### config.mk
export PLATFORM = sky130hd
export DESIGN_NAME = cubic_bezier_easing_eval_top
export DESIGN_NICKNAME = d
export VERILOG_FILES = /design/src/cbe_pkg.sv /design/src/cbe_div_cell.sv /design/src/cbe_divider.sv /design/src/cubic_bezier_easing_eval_top.sv
export SDC_FILE = /design/constraint.sdc
export NUM_CORES = 2
export LEC_CHECK = 0
export BUFFER_PORTS_ARGS = -buffer_cell sky130_fd_sc_hd__buf_2
export CAP_MARGIN = 5
export CORE_MARGIN = 1.5
export CORE_UTILIZATION = 48
export CTS_BUF_LIST = sky130_fd_sc_hd__clkbuf_8 sky130_fd_sc_hd__clkbuf_16
export CTS_CLUSTER_SIZE = 12
export DETAILED_ROUTE_END_ITERATION = 10
export MAX_ROUTING_LAYER = met4
export PLACE_DENSITY = 0.75
export SYNTH_ARGS = -nofsm -noshare
export SYNTH_HDL_FRONTEND = slang
export SYNTH_SLANG_ARGS = --single-unit
### constraint.sdc
create_clock -name clk -period 17.8 [get_ports clk]
set_clock_uncertainty 0.1 [all_clocks]
set_input_delay 1.78 -clock clk [delete_from_list [all_inputs] [get_ports clk]]
set_output_delay 1.78 -clock clk [all_outputs]
set_load 0.02 [all_outputs]
### src/cbe_pkg.sv
// Shared types, constants and the rounded fixed-point product for the
// cubic-bezier easing evaluator. No dependencies.
package cbe_pkg;

  localparam int FRAC_BITS = 15;
  localparam int ONE_Q     = 1 << FRAC_BITS;
  localparam int MW        = 24;   // datapath word for products and sums
  localparam int NUM_W     = 40;   // (x - t) scaled by ONE
  localparam int DEN_W     = MW;   // derivative magnitude
  localparam int QW        = 17;   // quotient bits; larger quotients saturate
  localparam int SW        = 20;   // width for the s update
  localparam int OUT_W     = 18;
  localparam int OUT_MAX   = 131071;
  localparam int OUT_MIN   = -131072;
  localparam int CFG_W     = 18;

  localparam logic [1:0] REG_X1 = 2'd0;
  localparam logic [1:0] REG_Y1 = 2'd1;
  localparam logic [1:0] REG_X2 = 2'd2;
  localparam logic [1:0] REG_Y2 = 2'd3;

  typedef logic signed [MW-1:0] fx_t;

  typedef struct packed {
    logic             valid;
    logic             neg;
    logic             sat;
    logic [DEN_W-1:0] rem;
    logic [QW-1:0]    low;
    logic [QW-1:0]    quo;
    logic [DEN_W-1:0] den;
  } div_stage_t;

  typedef enum logic [4:0] {
    ST_IDLE, ST_UU, ST_US, ST_SS, ST_B1, ST_B2, ST_B3,
    ST_X1, ST_X2, ST_XC, ST_D1, ST_D2, ST_D3, ST_DIV, ST_DWAIT,
    ST_Y1, ST_Y2, ST_YF, ST_DONE
  } state_t;

  // Product rounded to FRAC_BITS fraction bits, halves away from zero.
  function automatic fx_t mulq(fx_t a, fx_t b);
    logic            neg;
    logic [MW-1:0]   ma;
    logic [MW-1:0]   mb;
    logic [2*MW-1:0] p;
    logic [MW-1:0]   r;
    neg = a[MW-1] ^ b[MW-1];
    ma  = a[MW-1] ? MW'(-a) : MW'(a);
    mb  = b[MW-1] ? MW'(-b) : MW'(b);
    p   = (2*MW)'(ma) * (2*MW)'(mb);
    p   = p + ((2*MW)'(1) << (FRAC_BITS - 1));
    r   = MW'(p >> FRAC_BITS);
    return neg ? fx_t'(-r) : fx_t'(r);
  endfunction

endpackage

### src/cbe_div_cell.sv
// One cell of the divider chain: one restoring quotient bit per cycle.
// Depends on cbe_pkg.
module cbe_div_cell import cbe_pkg::*; (
  input  logic       clk,
  input  logic       rst,
  input  div_stage_t din,
  output div_stage_t dout
);

  logic [DEN_W:0] r2;
  logic [DEN_W:0] diff;
  logic           ge;

  always_comb begin
    r2   = {din.rem, din.low[QW-1]};
    ge   = r2 >= {1'b0, din.den};
    diff = r2 - {1'b0, din.den};
  end

  always_ff @(posedge clk) begin
    if (rst) begin
      dout.valid <= 1'b0;
    end else begin
      dout.valid <= din.valid;
    end
    dout.neg <= din.neg;
    dout.sat <= din.sat;
    dout.den <= din.den;
    dout.rem <= ge ? diff[DEN_W-1:0] : r2[DEN_W-1:0];
    dout.low <= din.low << 1;
    dout.quo <= {din.quo[QW-2:0], ge};
  end

endmodule

### src/cbe_divider.sv
// Signed divider, quotient truncated toward zero, built as a chain of cells.
// Depends on cbe_pkg and cbe_div_cell.
module cbe_divider import cbe_pkg::*; (
  input  logic                    clk,
  input  logic                    rst,
  input  logic                    start,
  input  logic signed [NUM_W-1:0] num,
  input  logic signed [DEN_W-1:0] den,
  output logic                    done,
  output logic signed [QW+1:0]    quo
);

  logic [NUM_W-1:0] num_mag;
  logic [DEN_W-1:0] den_mag;
  logic             sat;
  logic [QW:0]      q_mag;
  div_stage_t       chain [QW+1];

  always_comb begin
    num_mag = num[NUM_W-1] ? NUM_W'(-num) : NUM_W'(num);
    den_mag = den[DEN_W-1] ? DEN_W'(-den) : DEN_W'(den);
    // quotient of 2^QW or more pushes s out of [0, ONE] anyway
    sat     = {1'b0, num_mag} >= {den_mag, {QW{1'b0}}};
  end

  always_ff @(posedge clk) begin
    if (rst) begin
      chain[0].valid <= 1'b0;
    end else begin
      chain[0].valid <= start;
    end
    chain[0].neg <= num[NUM_W-1] ^ den[DEN_W-1];
    chain[0].sat <= sat;
    chain[0].rem <= DEN_W'(num_mag >> QW);
    chain[0].low <= num_mag[QW-1:0];
    chain[0].quo <= '0;
    chain[0].den <= den_mag;
  end

  for (genvar i = 0; i < QW; i++) begin : g_cell
    cbe_div_cell u_cell (
      .clk  (clk),
      .rst  (rst),
      .din  (chain[i]),
      .dout (chain[i+1])
    );
  end

  always_comb begin
    done  = chain[QW].valid;
    q_mag = chain[QW].sat ? ((QW+1)'(1) << QW) : {1'b0, chain[QW].quo};
    quo   = chain[QW].neg ? -$signed({1'b0, q_mag}) : $signed({1'b0, q_mag});
  end

endmodule

### src/cubic_bezier_easing_eval_top.sv
// Cubic-bezier easing evaluator: Newton solve of x(s)=t, then y(s).
// For progress at 0, at or above 1.0, or a linear curve the result goes straight to
// the output; otherwise each Newton step runs the products, sums and checks, starts
// the divider and waits on the divider chain, and after at most MAX_STEPS steps
// y(s) is formed and output. One item at a time: the next item is accepted the
// cycle after the result is loaded. Synchronous active-high reset loads default controls.
module cubic_bezier_easing_eval_top import cbe_pkg::*; #(
  parameter int MAX_STEPS = 8
) (
  input  logic                    clk,
  input  logic                    rst,
  input  logic                    in_valid,
  output logic                    in_stall,
  input  logic [15:0]             progress,
  output logic                    out_valid,
  input  logic                    out_stall,
  output logic signed [OUT_W-1:0] eased,
  input  logic                    cfg_we,
  input  logic [1:0]              cfg_index,
  input  logic [CFG_W-1:0]        cfg_data
);

  localparam int  IW    = $clog2(MAX_STEPS + 1);
  localparam fx_t ONE_F = fx_t'(ONE_Q);

  state_t state, state_next;

  logic [15:0]             x1, x2, t, s;
  logic signed [17:0]      y1, y2;
  fx_t                     uu, us, ss, b1, b2, b3, acc, xv, dx;
  logic [IW-1:0]           iter;
  logic                    fin;
  logic signed [OUT_W-1:0] res;

  fx_t x1f, x2f, y1f, y2f, sf, tf, uf, ma, mb, prod, sum_b3, dsum;
  logic                    accept, load_out, div_start, div_done;
  logic signed [NUM_W-1:0] num;
  logic signed [QW+1:0]    div_q;
  logic signed [SW-1:0]    s_new;
  logic [15:0]             s_clamp;

  always_comb begin
    x1f    = fx_t'($signed({1'b0, x1}));
    x2f    = fx_t'($signed({1'b0, x2}));
    y1f    = fx_t'(y1);
    y2f    = fx_t'(y2);
    sf     = fx_t'($signed({1'b0, s}));
    tf     = fx_t'($signed({1'b0, t}));
    uf     = ONE_F - sf;
    in_stall  = state != ST_IDLE;
    accept    = in_valid && !in_stall;
    load_out  = state == ST_DONE && (!out_valid || !out_stall);
    div_start = state == ST_DIV;
    num       = NUM_W'(xv - tf) <<< FRAC_BITS;
    sum_b3    = acc + b3;
    dsum      = dx + fx_t'(3) * prod;
    s_new     = SW'($signed({1'b0, s})) - SW'(div_q);
    if (s_new < 0) begin
      s_clamp = '0;
    end else if (s_new > SW'(ONE_Q)) begin
      s_clamp = 16'(ONE_Q);
    end else begin
      s_clamp = s_new[15:0];
    end
  end

  // Shared multiplier operand select
  always_comb begin
    ma = '0;
    mb = '0;
    case (state)
      ST_UU: begin ma = uf; mb = uf; end
      ST_US: begin ma = uf; mb = sf; end
      ST_SS: begin ma = sf; mb = sf; end
      ST_B1: begin ma = uu; mb = sf; end
      ST_B2: begin ma = us; mb = sf; end
      ST_B3: begin ma = ss; mb = sf; end
      ST_X1: begin ma = b1; mb = x1f; end
      ST_X2: begin ma = b2; mb = x2f; end
      ST_D1: begin ma = uu; mb = x1f; end
      ST_D2: begin ma = us; mb = x2f - x1f; end
      ST_D3: begin ma = ss; mb = ONE_F - x2f; end
      ST_Y1: begin ma = b1; mb = y1f; end
      ST_Y2: begin ma = b2; mb = y2f; end
      default: begin ma = '0; mb = '0; end
    endcase
    prod = mulq(ma, mb);
  end

  cbe_divider u_div (
    .clk   (clk),
    .rst   (rst),
    .start (div_start),
    .num   (num),
    .den   (dx),
    .done  (div_done),
    .quo   (div_q)
  );

  always_ff @(posedge clk) begin
    if (rst) begin
      state <= ST_IDLE;
    end else begin
      state <= state_next;
    end
  end

  always_comb begin
    state_next = state;
    unique case (state)
      ST_IDLE: begin
        if (accept) begin
          if (progress == 16'd0 || progress >= 16'(ONE_Q) ||
              (x1f == y1f && x2f == y2f)) begin
            state_next = ST_DONE;
          end else begin
            state_next = ST_UU;
          end
        end
      end
      ST_UU:  state_next = ST_US;
      ST_US:  state_next = ST_SS;
      ST_SS:  state_next = ST_B1;
      ST_B1:  state_next = ST_B2;
      ST_B2:  state_next = ST_B3;
      ST_B3:  state_next = fin ? ST_Y1 : ST_X1;
      ST_X1:  state_next = ST_X2;
      ST_X2:  state_next = ST_XC;
      ST_XC:  state_next = (sum_b3 == tf) ? ST_Y1 : ST_D1;
      ST_D1:  state_next = ST_D2;
      ST_D2:  state_next = ST_D3;
      ST_D3:  state_next = (dsum == '0) ? ST_Y1 : ST_DIV;
      ST_DIV: state_next = ST_DWAIT;
      ST_DWAIT: begin
        if (div_done) begin
          state_next = ST_UU;
        end
      end
      ST_Y1:  state_next = ST_Y2;
      ST_Y2:  state_next = ST_YF;
      ST_YF:  state_next = ST_DONE;
      ST_DONE: begin
        if (load_out) begin
          state_next = ST_IDLE;
        end
      end
      default: state_next = ST_IDLE;
    endcase
  end

  // Control registers and item bookkeeping
  always_ff @(posedge clk) begin
    if (rst) begin
      x1        <= 16'd8192;
      y1        <= 18'sd3277;
      x2        <= 16'd8192;
      y2        <= 18'sd32768;
      out_valid <= 1'b0;
      fin       <= 1'b0;
      iter      <= '0;
    end else begin
      if (cfg_we) begin
        unique case (cfg_index)
          REG_X1:  x1 <= cfg_data[15:0];
          REG_Y1:  y1 <= $signed(cfg_data);
          REG_X2:  x2 <= cfg_data[15:0];
          REG_Y2:  y2 <= $signed(cfg_data);
          default: ;
        endcase
      end
      if (load_out) begin
        out_valid <= 1'b1;
      end else if (!out_stall) begin
        out_valid <= 1'b0;
      end
      if (accept) begin
        fin  <= 1'b0;
        iter <= '0;
      end else if (state == ST_DWAIT && div_done) begin
        iter <= iter + 1'b1;
        if (iter + 1'b1 == IW'(MAX_STEPS)) begin
          fin <= 1'b1;
        end
      end
    end
  end

  // Datapath registers
  always_ff @(posedge clk) begin
    if (load_out) begin
      eased <= res;
    end
    case (state)
      ST_IDLE: begin
        if (accept) begin
          t <= progress;
          s <= progress;
          if (progress == 16'd0) begin
            res <= '0;
          end else if (progress >= 16'(ONE_Q)) begin
            res <= OUT_W'(ONE_Q);
          end else begin
            res <= OUT_W'($signed({1'b0, progress}));
          end
        end
      end
      ST_UU:    uu  <= prod;
      ST_US:    us  <= prod;
      ST_SS:    ss  <= prod;
      ST_B1:    b1  <= fx_t'(3) * prod;
      ST_B2:    b2  <= fx_t'(3) * prod;
      ST_B3:    b3  <= prod;
      ST_X1:    acc <= prod;
      ST_X2:    acc <= acc + prod;
      ST_XC:    xv  <= sum_b3;
      ST_D1:    dx  <= fx_t'(3) * prod;
      ST_D2:    dx  <= dx + fx_t'(6) * prod;
      ST_D3:    dx  <= dsum;
      ST_DWAIT: begin
        if (div_done) begin
          s <= s_clamp;
        end
      end
      ST_Y1:    acc <= prod;
      ST_Y2:    acc <= acc + prod;
      ST_YF: begin
        if (sum_b3 > fx_t'(OUT_MAX)) begin
          res <= OUT_W'(OUT_MAX);
        end else if (sum_b3 < fx_t'(OUT_MIN)) begin
          res <= OUT_W'(OUT_MIN);
        end else begin
          res <= sum_b3[OUT_W-1:0];
        end
      end
      default: ;
    endcase
  end

endmodule

# Yosys cells after proc, flatten, opt, wreduce, memory -nomap -nowiden
# Index checks and enable logic that the tools add are counted.
# classes
addsub	33
multipliers	3
order_cmp	23
eq_ne	29
n_mux	48
bitwise	2
reduce_logical	37
# ops
op	count
$mux W24	20
$ge A25 B24 Y1	16
$sub A24 B24 Y24	16
$pmux W24 S8	1
$pmux W24 S7	1
$add A24 B24 Y24	4
$mux W16	6
$neg A24 Y24	4
$pmux W5 S19	1
$mux W18	4
$pmux W24 S3	1
$pmux W24 S2	1
$ge A40 B41 Y1	1
$eq A5 B4 Y1 const B	8
$mux W40	1
$neg A40 Y40	1
$add A39 B15 Y39 const B	1
$mul A24 B24 Y39	1
$eq A17 B18 Y1	2
$pmux W18 S2	1
$sub A16 B16 Y17 const A	2
$pmux W16 S2	1
$sub A24 B17 Y25	1
$eq A24 B17 Y1	1
42 further kinds	79
# totals
reg_bits	1538
input_bits	41
output_inout_bits	20
elab_cells	318

# Longest topological paths before layout
# logic_depth
word_depth	14
ltp_mapped	71
mapped_depth_nobuf	70

# Hierarchy
# Synthesis repeated with hierarchy kept, for this count alone.
# unflattened
cells_unflattened	10328
area_unflattened_um2	103240.3
# modules_own_cells
module	n_inst	cells_per_inst	area_each_um2	seq_area_each_um2
cbe_div_cell (u_div.g_cell[0].u_cell ...)	14	307	3363.2	1681.6
cubic_bezier_easing_eval_top	1	4599	41825.1	10109.7
cbe_div_cell (u_div.g_cell[1].u_cell ...)	3	331	3482.1	1681.6
cbe_divider	1	438	3883.7	1341.3

# Least setup slack after synthesis
# Ideal clock, no wire load.
# synth_path
path_kind	flip-flop to flip-flop
startpoint	register x2[0]
endpoint	register dx[23] (data pin)
setup_time_ns	0.261
t_arrival_ns	14.881
required_ns	17.439
setup_slack_ns	2.559
path_stages_with_launch	66
path_buffers	1
synth_period_minus_slack_ns	15.241
path_cell_list	dfxtp_1 -> inv_1 -> ha_1 -> fa_1 -> xnor2_1 -> a221o_1 -> nor3_1 -> nand4_1 -> a311oi_1 -> nor2b_1 -> and2_1 -> nand2_1 -> o21ai_0 -> xor2_1 -> clkbuf_1 -> nand2_1 -> fa_1 -> inv_1 -> [... 30 more ...] -> a21oi_1 -> o21ai_0 -> a21oi_1 -> nor2b_1 -> o31ai_1 -> a21boi_0 -> ha_1 -> or2_2 -> o31a_1 -> o41a_1 -> a41o_1 -> o41ai_1 -> nor2b_1 -> o21ai_0 -> nand2b_1 -> xnor2_1 -> xnor2_1 -> a221o_1
# synth_via
elab_chain_cells	11
elab_cells_between_ends	15
classes_between	add/sub (7); mul (3); mux (4); bitwise (1)
# synth_rtl
item	line_no	text
start, declared	cubic_bezier_easing_eval_top.sv:28	logic [15:0] x1, x2, t, s;
start signal, assigned	cubic_bezier_easing_eval_top.sv:166	REG_X2: x2 <= cfg_data[15:0];
$sub A16 B16 Y17, on equally long branches	cubic_bezier_easing_eval_top.sv:82, cubic_bezier_easing_eval_top.sv:81	
$pmux W24 S8 (*)	cubic_bezier_easing_eval_top.sv:71	case (state)
$neg A24 Y24	cbe_pkg.sv:49	mb = b[MW-1] ? MW'(-b) : MW'(b);
$mux W24	cbe_pkg.sv:49	
$mul A24 B24 Y39	cbe_pkg.sv:50	p = (2*MW)'(ma) * (2*MW)'(mb);
$add A39 B15 Y39	cbe_pkg.sv:51	p = p + ((2*MW)'(1) << (FRAC_BITS - 1));
$neg A24 Y24	cbe_pkg.sv:53	return neg ? fx_t'(-r) : fx_t'(r);
$mux W24 (*)	cbe_pkg.sv:53	
named net prod[0]	cubic_bezier_easing_eval_top.sv:35	fx_t x1f, x2f, y1f, y2f, sf, tf, uf, ma, mb, prod, sum_b3, dsum;
$mul A3 B24 Y24 / $mul A3 B24 Y23 (equally long branches)	cubic_bezier_easing_eval_top.sv:56, cubic_bezier_easing_eval_top.sv:216, cubic_bezier_easing_eval_top.sv:217	
$add A24 B24 Y24, on equally long branches	cubic_bezier_easing_eval_top.sv:56, cubic_bezier_easing_eval_top.sv:217	
$pmux W24 S3 (*)	cubic_bezier_easing_eval_top.sv:193	case (state)
end signal, assigned	cubic_bezier_easing_eval_top.sv:216	ST_D1: dx <= fx_t'(3) * prod;
end signal, assigned	cubic_bezier_easing_eval_top.sv:217	ST_D2: dx <= dx + fx_t'(6) * prod;
end signal, assigned	cubic_bezier_easing_eval_top.sv:218	ST_D3: dx <= dsum;
end, declared	cubic_bezier_easing_eval_top.sv:30	fx_t uu, us, ss, b1, b2, b3, acc, xv, dx;
# The timed path passes the listed nets; every way through them passes the cells marked *.
# A chain may end at the register's enable or synchronous reset.

# Final worst setup path
# layout_path
startpoint	register s[3]
endpoint	register dx[23] (data pin)
# layout_via
elab_chain_cells	11
elab_cells_between_ends	17
classes_between	add/sub (7); mul (3); mux (6); bitwise (1)
# layout_rtl
item	line_no	text
start, declared	cubic_bezier_easing_eval_top.sv:28	
start signal, assigned	cubic_bezier_easing_eval_top.sv:197	s <= progress;
start signal, assigned	cubic_bezier_easing_eval_top.sv:221	s <= s_clamp;
$sub A16 B16 Y17	cubic_bezier_easing_eval_top.sv:49	uf = ONE_F - sf;
$pmux W24 S8 / $pmux W24 S7 (equally long branches)	cubic_bezier_easing_eval_top.sv:71	
$neg A24 Y24, on equally long branches	cbe_pkg.sv:49, cbe_pkg.sv:48	
$mux W24, on equally long branches	cbe_pkg.sv:49, cbe_pkg.sv:48	
$mul A24 B24 Y39	cbe_pkg.sv:50	
$add A39 B15 Y39	cbe_pkg.sv:51	
$neg A24 Y24	cbe_pkg.sv:53	
$mux W24 (*)	cbe_pkg.sv:53	
named net prod[2]	cubic_bezier_easing_eval_top.sv:35	
$mul A3 B24 Y24 / $mul A3 B24 Y23 (equally long branches)	cubic_bezier_easing_eval_top.sv:56, cubic_bezier_easing_eval_top.sv:216, cubic_bezier_easing_eval_top.sv:217	
$add A24 B24 Y24, on equally long branches	cubic_bezier_easing_eval_top.sv:56, cubic_bezier_easing_eval_top.sv:217	
$pmux W24 S3 (*)	cubic_bezier_easing_eval_top.sv:193	
# Marked as above.

==> results.md <==
* Run status: finished clean
* Worst slew margin at 11.17%
* Setup violators final at 0
* Crit-path max FO at 15
* Min-delay worst type: flop to flop
* Synth-to-Final Area Change at 10.03%
* Fin. Hold Viols at 0
* CORE AREA at 0.1786 mm^2
* Mux share of post-synthesis cell area at between 3 and 4%
* Placed cells at 11.72k
* Max-slew violations at 0
* First-pass GRT wire length at roughly 360 mm
* H-tree levels at 4
* Synth top area share at about 26%
* Die Area at 0.1824 mm^2
* Worst-path clk slew at 60 ps
* Chip Height at between 400 and 500 um
* Worst setup margin at 1073 ps
* Synth Area in Adders at 21.88%
* Die W at 427.1 um
* Routability Congestion at 1.009
* Post-synth EDFFs at 284
* Ports at between 60 and 70
* Slowest stage delay, CP at 720 ps
* Achievable frequency at 0.05978 GHz
* Drt total wl at 232.0 mm
* GRT Total Usage at 25.96%
* Non-Filler Instances at 11.95k
* DRT Pass-1 Iters at 6
* Main combinational cell family by area after synthesis: adder cells
* Worst EP required at approximately 18,000 ps
* Worst setup SP type: flop
* Final worst-path cycle share at a little over nine tenths
* Worst-Skew Late Latency at 780 ps
* WL/cell at 19.41 um
* Detail Route Antenna Nets at 0
* Ys Warns at 0
* Setup TNS at 0 ps
* Clock buffer depth at 3
* Remaining DRCs at 0
* Hold Buf Count CTS at 0
* Vias in the first global route at 65.25k
* Data arrival time of the worst path at 17,150 ps
* CP most frequent cell: inv_1
* Max-Cap Viols at 0
* CTS buffer count at 142
* CTS root buffer: clkbuf_16
* Period minus WS final at 16,730 ps
* Cell count after synthesis at 9,252
* RSZ-0062 raised after global routing: no
* Crit. End Element: flop
* Synth Area in Simple Gates at 12.82%
* TritonCTS clock tree: yes
* DPL Wire Length at ~180 mm
* Post-synth top flop: dfxtp_1
* Multi-input gate area at 0.04999 mm^2
* Cell taking the most area after synthesis: dfxtp_1
* Final nets at 10.77k
* Critical Path Slowest Stage Cell: or4_1
* Worst-Margin Slew at approximately 1300 ps
* Register area share after synthesis at 35.48%
* CP top delay family: adder cells
* Share of cells above drive strength 1 at 8.140%
* Synth Area in Compound Gates at 13.22%
* Fill cells at 15.54k
* Post-Syn Area at between 0.08 and 0.09 mm^2
* Distinct cells, synth at ~110
* IO buf count at 60
* Num rows at 155
* Mean Syn Cell Area at a little over 9 um^2
* Pin count of the biggest net entering global routing at 76
* Starting Density at 48.33%
* Most frequent cells in the layout: inv_1 (1,486), dfxtp_1 (1,099), nand2_1 (920)
* Iter 0 DRT Violations at about 5.3k
* Synth Area in XOR/XNOR at roughly 5.6%
* Global route total overflow at 0
* Most common cell after layout, fill and taps aside: inv_1
* Avg Vias per Cell at 5.527
* Initial antenna violation count at 33
* FF/Latch Area at between 0.03 and 0.04 mm^2
* Via count at roughly 66k
* Critical path class: flop to flop
* Sink Count at 1,388
* Final Util at 53.17%
* WP buf/inv at 11
* Post-place setup slack at 511.9 ps
* Async S/R FF share, synth at 0%
* Synth Register Bits at 1,388
* Top area cells in the synthesized netlist: dfxtp_1 (26%), fa_1 (11%), ha_1 (11%), edfxtp_1 (9.9%), inv_1 (6.3%)
==> flip-flops by register name (all words and copies together) (netlist names) <==
| name | cells |
|---|---|
| eased | 18 |
| b1 | 24 |
| t | 16 |
| ss | 24 |
| dx | 24 |
| acc | 24 |
| iter | 4 |
| uu | 24 |
| xv | 24 |
| u_div.chain | 52 |
| b3 | 24 |
| b2 | 24 |
| x2 | 16 |
| u_div.g_cell.u_cell.dout | 973 |
| x1 | 16 |
| out_valid | 1 |
| s | 16 |
| res | 18 |
| us | 24 |
| y1 | 18 |
| fin | 1 |
| state | 5 |
| y2 | 18 |
==> logic make-up (layout without fill, tap and decap cells) <==
| family | count (synthesis) | after routing |
|---|---|---|
| AND/OR/NAND/NOR | 2375 | 2375 |
| AO/OA/AOI/OAI | 1756 | 1756 |
| buffers and inverters | 1678 | 1903 |
| flip-flops | 1388 | 1388 |
| adder cells (fa/ha/maj) | 1227 | 1227 |
| XOR/XNOR | 544 | 544 |
| multiplexers | 282 | 282 |
| other | 2 | 121 |
==> layer usage <==
| metal | GRT usage [%] | vias to the layer above | wire (um) |
|---|---|---|---|
| met3 | 3.241 | 494 | 15670 |
| met5 | - | - | 0 |
| met4 | 9.356 | 0 | 9615 |
| li1 | - | 31340 | - |
| met1 | 33.66 | 31820 | 99590 |
| met2 | 41.68 | 2399 | 107100 |
==> area by class of cell <==
type                            instances  share of cell area (%)
Multi-Input combinational cell       6291                   52.64
Clock inverter                         60                  0.5019
Antenna cell                           14                 0.03689
Inverter                             1459                   5.769
Tap cell                             2355                   3.103
Clock buffer                          161                   4.088
Timing Repair Buffer                  223                   1.607
Sequential cell                      1388                   32.26
==> cell usage after synthesis, types with 89 or more instances <==
cell type	n
clkbuf_1	197
nand4_1	110
nor2b_1	111
edfxtp_1	284
mux2_2	259
a21boi_0	200
inv_1	1451
nand2b_1	89
xnor2_1	367
xor2_1	172
nor2_1	593
ha_1	750
nor3_1	92
o21ai_0	449
fa_1	472
a21oi_1	439
nand3_1	108
a21o_1	124
dfxtp_1	1104
nand2_1	920
==> worst register-to-register path, delay by kind of cell, from the launching register on <==
family | cells | cell delay [ps]
buf+inv | 11 | 1130
compound gates | 18 | 4680
simple gates | 18 | 3220
fa+ha+maj | 12 | 5120
xor+xnor | 6 | 1680
flops | 1 | 580
==> worst paths after layout <==
path                                       to  cells past startpoint                             start  slack (ps)
max                                    dx[23]                     65                              s[3]        1070
min          u_div.g_cell[15].u_cell.dout[32]                      0  u_div.g_cell[14].u_cell.dout[31]         210
max reg2reg                            dx[23]                     65                              s[3]        1070
min reg2reg  u_div.g_cell[15].u_cell.dout[32]                      0  u_div.g_cell[14].u_cell.dout[31]         210
==> through the flow <==
stage	hold slack [ps]	area, um^2
after floorplan	209.6	86710
after global placement	209.8	90510
after detailed placement	212.1	90510
after CTS	211.2	94870
after global routing	212.7	94950
final	210.5	94970
==> timing repair <==
| action | in CTS | in global routing |
|---|---|---|
| buffers inserted | 0 | 1 |
| hold endpoints to repair | 0 | 0 |
| gates resized for setup | 0 | 18 |
| endpoints found under the setup margin | 0 | 7 |
Power is not shown: default switching activity piles up to over one toggle a cycle in this logic, so the estimate is an artifact.
